[src/rtl/rspt_pkg.sv]
// Shared types, constants and saturating arithmetic for the step profile table.
// Depends on nothing; imported by every module of the block except rspt_ram.
package rspt_pkg;

   localparam int TABLE_DEPTH = 64;
   localparam int ADDR_W      = $clog2(TABLE_DEPTH);
   localparam int CNT_W       = $clog2(TABLE_DEPTH + 3);
   localparam int TIME_W      = 32;
   localparam int AMT_W       = 48;
   localparam int ENTRY_W     = TIME_W + AMT_W;

   localparam logic [TIME_W-1:0] TIME_SAT_MAX = 32'hFFFF_FFFF;
   localparam logic signed [AMT_W-1:0] AMT_ZERO = '0;
   localparam logic signed [AMT_W-1:0] AMT_MAX  = {1'b0, {(AMT_W-1){1'b1}}};
   localparam logic signed [AMT_W-1:0] AMT_MIN  = {1'b1, {(AMT_W-1){1'b0}}};

   localparam logic [1:0] KIND_ADD   = 2'd0;
   localparam logic [1:0] KIND_MAX   = 2'd1;
   localparam logic [1:0] KIND_BELOW = 2'd2;

   localparam logic [1:0] STATUS_DONE    = 2'd0;
   localparam logic [1:0] STATUS_FULL    = 2'd1;
   localparam logic [1:0] STATUS_IGNORED = 2'd2;

   typedef struct packed {
      logic load;
      logic step;
      logic commit;
   } dp_cmd_type;

   typedef struct packed {
      logic done;
      logic consume;
   } dp_stat_type;

   // clamp a 49-bit sum to the signed 48-bit range
   function automatic logic signed [AMT_W-1:0] sat_amt(input logic signed [AMT_W:0] s);
      logic signed [AMT_W-1:0] r;
      if (s[AMT_W] != s[AMT_W-1]) begin
         r = s[AMT_W] ? AMT_MIN : AMT_MAX;
      end else begin
         r = s[AMT_W-1:0];
      end
      return r;
   endfunction

endpackage

[src/rtl/rspt_ctrl.sv]
// Sequencer for the step profile table: accept, fetch/evaluate walk, respond.
// Depends on rspt_pkg for the command and status structs.
module rspt_ctrl import rspt_pkg::*; (
   input  logic        clock,
   input  logic        reset,
   input  logic        req_fire,
   input  logic        out_free,
   input  dp_stat_type stat,
   output dp_cmd_type  cmd,
   output logic        idle,
   output logic        resp_load
);

   typedef enum logic [3:0] {
      ST_IDLE  = 4'b0001,
      ST_FETCH = 4'b0010,
      ST_EVAL  = 4'b0100,
      ST_RESP  = 4'b1000
   } state_type;

   state_type state_ff, state_in;

   always_comb begin
      state_in = state_ff;
      unique case (state_ff)
         ST_IDLE:  if (req_fire) state_in = ST_FETCH;
         ST_FETCH: state_in = ST_EVAL;
         ST_EVAL: begin
            if (stat.done) begin
               state_in = ST_RESP;
            end else if (stat.consume) begin
               state_in = ST_FETCH;
            end
         end
         ST_RESP:  if (out_free) state_in = ST_IDLE;
         default:  state_in = ST_IDLE;
      endcase
   end

   always_ff @(posedge clock) begin
      if (reset) begin
         state_ff <= ST_IDLE;
      end else begin
         state_ff <= state_in;
      end
   end

   assign idle       = (state_ff == ST_IDLE);
   assign cmd.load   = idle && req_fire;
   assign cmd.step   = (state_ff == ST_EVAL) && !stat.done;
   assign cmd.commit = (state_ff == ST_RESP) && out_free;
   assign resp_load  = cmd.commit;

endmodule

[config.mk]
export PLATFORM = sky130hd
export DESIGN_NAME = rspt_ctrl
export DESIGN_NICKNAME = d
export VERILOG_FILES = /design/src/rtl/rspt_pkg.sv /design/src/rtl/rspt_ctrl.sv
export SDC_FILE = /design/constraint.sdc
export NUM_CORES = 1
export LEC_CHECK = 0
export ABC_CLOCK_PERIOD_IN_PS = 1700
export BUFFER_PORTS_ARGS = -buffer_cell sky130_fd_sc_hd__buf_2
export CAP_MARGIN = 5
export CORE_AREA = 4 4 41 43
export DETAILED_ROUTE_END_ITERATION = 6
export DIE_AREA = 0 0 45 47
export PLACE_DENSITY_LB_ADDON = 0.05
export SLEW_MARGIN = 15
export SYNTH_ARGS = -nofsm -noshare
export SYNTH_HDL_FRONTEND = slang
export SYNTH_SLANG_ARGS = --single-unit
[constraint.sdc]
create_clock -name clock -period 1.7 [get_ports clock]
set_input_delay 0.085 -clock clock [delete_from_list [all_inputs] [get_ports clock]]
set_output_delay 0.085 -clock clock [all_outputs]
set_load 0.05 [all_outputs]
==> results of run 1 <==
==> where the power goes <==
| part | internal (W) | switching (W) |
|---|---|---|
| Sequential | 0.000124 | 0.0000790 |
| Combinational | 0.000162 | 0.000201 |
| Clock | 0.0000787 | 0.0000354 |
| Total | 0.000364 | 0.000316 |
==> cells in the final DEF (no fill, tap or decap) <==
cell | synthesis | final
a221o_1 | 1 | 1
or4b_1 | 1 | 1
nor4b_4 | 0 | 1
a211oi_2 | 2 | 2
a21oi_1 | 2 | 2
or2b_2 | 1 | 1
and2_2 | 0 | 1
nor3_1 | 1 | 1
and2_1 | 3 | 2
nor4b_2 | 1 | 1
and3b_1 | 1 | 1
a31oi_1 | 1 | 1
or3b_1 | 1 | 1
buf_4 | 1 | 1
clkbuf_4 | 0 | 3
inv_1 | 2 | 2
nor2_1 | 3 | 3
o21ba_1 | 1 | 1
dfxtp_1 | 4 | 4
or3b_2 | 1 | 1
xnor2_1 | 1 | 1
nor3b_1 | 1 | 1
buf_2 | 1 | 10
nor4_1 | 1 | 1
o31ai_1 | 1 | 1
==> worst paths after layout <==
kind	endpoint	cells past startpoint
worst max-delay path	cmd[2]	3
worst min-delay path	state_ff[3]	2
worst max register to register	state_ff[0]	3
worst min register to register	state_ff[3]	1
==> per-stage QoR <==
stage / worst slack, ps / power [W] / instance area, um2
after detailed placement: 236 / 0.000540 / 362
after global placement: 243 / 0.000540 / 362
after CTS: 8.48 / 0.000658 / 384
final: 101 / 0.000680 / 398
after global routing: 3.69 / 0.000726 / 398
after floorplan: 4.68 / 0.000500 / 323
==> per-layer routing <==
layer  share of wire  global-route usage  vias up
li1                -                   -      149
met1            0.43              0.0957      123
met2            0.44               0.110       18
met3            0.13              0.0460        0
met4               0              0.0175        0
met5               0                   0        -
==> logic make-up (layout without fill, tap and decap cells) <==
group / count (synthesis) / count (layout) / share of synthesized area
DFF: 4 / 4 / 0.261
buffers and inverters: 5 / 16 / 0.102
AOI/OAI and AO/OA: 8 / 8 / 0.225
and+or+nand+nor: 16 / 16 / 0.384
xor gates and xnor gates: 1 / 1 / 0.0286
==> area by class of cell <==
| cell class | instances | area [um2] | area share |
|---|---|---|---|
| multi-input cells | 25 | 211 | 0.531 |
| clock buffers | 3 | 22.5 | 0.0566 |
| well taps | 15 | 18.8 | 0.0472 |
| flip-flops and latches | 4 | 80.1 | 0.201 |
| inverters | 2 | 7.51 | 0.0189 |
| repair buffers | 11 | 57.6 | 0.145 |
==> repair_timing <==
| item | in CTS | in global routing |
|---|---|---|
| resized for setup | 0 | 1 |
| buffers inserted | 0 | 1 |
| endpoints found under the setup margin | 0 | 3 |
==> results.toml, run 1 <==
[synth]
synth-seq-cells = 4
synth.cell_area_um2 = 307
synth-seq-area-share = 0.261
netlist_top_cells_count = "dfxtp_1, and2_1, nor2_1"
syn_nets = 40
synthArstFlopShare = 0
ys_types = 24
postSynthAreaPerCell_um2 = 9.02
synth_top_area_frac = 0.261
yosysMostFrequentCell = "dfxtp_1"
synth_ff_type = "dfxtp_1"
yosys-top-cells-area = "dfxtp_1, a211oi_2, and2_1"
synth-edff-count = 0
yosysWarnings = 0
yosysTopAreaCell = "dfxtp_1"
netlist_instances = 34

[clock_network]
clock-root-buffer = "clkbuf_4"
h-tree-depth = 1
cts_buffers = 3
cts_tree = "yes"
cts_buffer_depth = 2
cts.sinks = 4
holdBufCountCts = 0
clk_latency_ps = 230
clkSlewWorstSetupHoldPaths_ps = 40

[worst_setup_path]
crit_arrival_ps = 1510
cp.required_ps = 1620
path_buf_inv = 1
crit_family = "simple AND/OR/NAND/NOR gates"
rr_startpoint = "state_ff[0]"
ff2ff_setup_slack_ps = 230
crit_path_start = "state_ff[0]"
startpoint_type = "flop"
slowest_stage = "dfxtp_1"
crit_path_cell_trace = "nor4b_4 -> and2_2 -> buf_2"
crit_path_max_fanout = 8
critical_path_class = "reg2out"
critical_path.endpoint_type = "output port"
slowest_delay_ps = 500

[layout]
drive_gt1_frac = 0.467
regMostFlops = "state_ff"
reg_top3 = "state_ff: 4 flops"
postLayoutCoreUtil = 0.306
fillerInstances = 157
num_antenna_cells = 0
synthToLayoutAreaGrowth_pct = 29.8
layout.nets = 53
fin_cells = 60
largest_reg_flops = 4

[sta]
fin_crit_ps = 1600
rsz0062_at_grt = "no"
max_freq_ghz = 0.625
final_hold_viol_count = 0
slew_headroom = 0.752
tns_ps = 0
whs_ps = 64.2
fin_crit_sh = 0.941
tightest_slew_ps = 371
setup_viol = 0
slew_viol_final = 0
skew_ps = 5.99

[placed_design]
io_buffers = 10
numPlacedInstances = 56
place_congestion = 0.705
place.detailed.hpwl_um = 567

[grt]
grt_pass1_vias = 246
grt_util_all_layers = 0.0759
grt_max_degree = 10
grt_pass1_wl_um = 1100
overflow = 0
antenna_found_initial = 0

[run]
maxCapViolCount = 0

[pwr]
ir_drop_v = 0.000589
p_leak_nw = 0.181
powerDensity_nw_per_um2 = 1710

[detailed_routing]
num_vias = 290
drcViolationCount = 0
drtIter0Drc = 3
via_per_inst = 4.83
wl_per_cell_um = 11.7
ant_nets = 0
detail_route.first_pass.iterations = 4
drt_wl_total_um = 704

[die]
ios = 11
placeableCoreArea_um2 = 1300
die_y_um = 47
start_util = 0.236
rows = 13
die-area_um2 = 2120
die_w_um = 45

[hold_path]
min_from = "reset"
holdCritPathClass = "in2reg"

[status]
status = "completed"
Note: power is estimated with default switching activity, not from simulation.
==> run 2, diff against run 1 <==
Settings changed: CORE_AREA 4 4 41 43 to 2 2 39 41, DIE_AREA 0 0 45 47 to 0 0 41 43.
==> run 2 against run 1 <==
Non-clock buffer count stayed put. Critical path depth is the same. Maximum frequency decreased by 0.72%. Cell count is 1.7% higher. Worst hold slack got worse by 13 ps. Die area down 17%. Clock power about the same. Count of clock-buffer cells in the layout unchanged. Worst setup slack worse by 12 ps. Design area shrank 0.94%. Critical endpoint unchanged.
==> results.toml, run 2 (same netlist as run 1, synthesis figures left out) <==
[status]
status = "completed"

[placed_design]
place_congestion = 0.707
io_buffers = 10
place_area_um2 = 363
place.detailed.hpwl_um = 537

[pwr]
p_seq_frac = 0.295
p_sw_w = 0.000313
ir_drop_v = 0.000644
p_int_w = 0.000364
p_clk_frac = 0.173
sw_frac_of_total = 0.463
power_frac_comb = 0.532
p_leak_nw = 0.181
powerDensity_nw_per_um2 = 1720

[sta]
fin_crit_ps = 1610
slew_headroom = 0.756
slew_viol_final = 0
tightest_slew_ps = 366
setup_viol = 0
max_freq_ghz = 0.621
skew_ps = 0.435
final_hold_viol_count = 0
fin_crit_sh = 0.948

[detailed_routing]
ant_nets = 0
drtIter0Drc = 3
wl_per_cell_um = 11.4
num_vias = 298
detail_route.first_pass.iterations = 4
drt_wl_total_um = 698
drcViolationCount = 0
via_per_inst = 4.89

[worst_setup_path]
critical_path.endpoint_type = "output port"
r2r-end = "state_ff[0]"
crit_path_start = "state_ff[0]"
crit_path_max_fanout = 8
cp.required_ps = 1620
rr_startpoint = "state_ff[2]"
crit_arrival_ps = 1530
ff2ff_setup_slack_ps = 230
startpoint_type = "flop"
critical_path_class = "reg2out"
r2r_cells = 3

[layout]
regMostFlops = "state_ff"
drive_gt1_frac = 0.467
reg_top3 = "state_ff: 4 flops"
num_antenna_cells = 0
final_cell_mix = "buf_2, nor2_1, clkbuf_4, dfxtp_1"
postLayoutCoreUtil = 0.285
largest_reg_flops = 4
fillerInstances = 160
synthToLayoutAreaGrowth_pct = 28.6
design_area_um2 = 394
layout.nets = 53
mostFrequentLayoutCell = "buf_2"

[die]
rows = 14
die-area_um2 = 1760
die_y_um = 43
ios = 11
die_w_um = 41
start_util = 0.222
placeableCoreArea_um2 = 1380

[clock_network]
cts_tree = "yes"
cts_buffer_depth = 2
clk_latency_ps = 240
cts.sinks = 4
clock-root-buffer = "clkbuf_4"
holdBufCountCts = 0
cts_buffers = 3
clkSlewWorstSetupHoldPaths_ps = 30
h-tree-depth = 1

[grt]
met3_usage = 0.0628
overflow = 0
grt_max_degree = 10
antenna_found_initial = 0
use_met2 = 0.125
grt_pass1_vias = 254
grt_use_met1 = 0.118
grt_pass1_wl_um = 1110
top_usage_layer = "met2"
grt_util_all_layers = 0.104

[run]
maxCapViolCount = 0

[hold_path]
min_to = "state_ff[3]"
holdCritPathClass = "in2reg"
holdPathStages = 2
min_from = "reset"
run 2: final cells by class:
class,instances,area (um2),share of cell area
Inverter,2,7.51,0.0190
Multi-Input combinational cell,25,205,0.521
Clock buffer,3,22.5,0.0571
Timing Repair Buffer,11,57.6,0.146
Sequential cell,4,81.3,0.206
Tap cell,16,20.0,0.0508
run 2: worst max-delay path: stages (launching register included):
cell	delay, ps
dfxtp_1	490
nor4b_4	350
and2_2	190
buf_2	250
run 2: worst max-delay path by stage:
stage	endpoint
after floorplan	state_ff[2]
after global placement	resp_load
after detailed placement	state_ff[0]
after CTS	cmd[0]
after global routing	cmd[2]
final	cmd[2]
run 2: repair_timing:
item	4_1_cts	5_1_grt
setup buffers	0	1
endpoints found under the setup margin	0	3
gates resized for setup	0	1
run 2: per-stage QoR:
step / setup WS (ps) / TNS [ps] / hold WS [ps] / std cells / total power [W]
floorplan: 4.68 / 0 / 162 / 34 / 0.000500
detailed placement: 217 / 0 / 302 / 57 / 0.000538
global route: -2.51 / -2.51 / 49.6 / 61 / 0.000728
finish: 89.1 / 0 / 50.8 / 61 / 0.000677
global placement: 274 / 0 / 299 / 57 / 0.000536
CTS: 45.8 / 0 / 51.0 / 60 / 0.000662
run 2: layer usage:
| metal | part of all wire | vias to the layer above | wire [um] |
|---|---|---|---|
| li1 | - | 148 | - |
| met4 | 0.030 | 0 | 21 |
| met1 | 0.43 | 135 | 299 |
| met3 | 0.077 | 2 | 54 |
| met2 | 0.46 | 13 | 322 |
| met5 | 0 | - | 0 |
run 2: power groups by stage:
stage	combinational (W)	clock [W]	sequential (W)
CTS	0.000339	0.000125	0.000199
global route	0.000386	0.000136	0.000207
detailed placement	0.000338	0	0.000200
global placement	0.000338	0	0.000198
floorplan	0.000345	0	0.000155
finish	0.000360	0.000117	0.000200
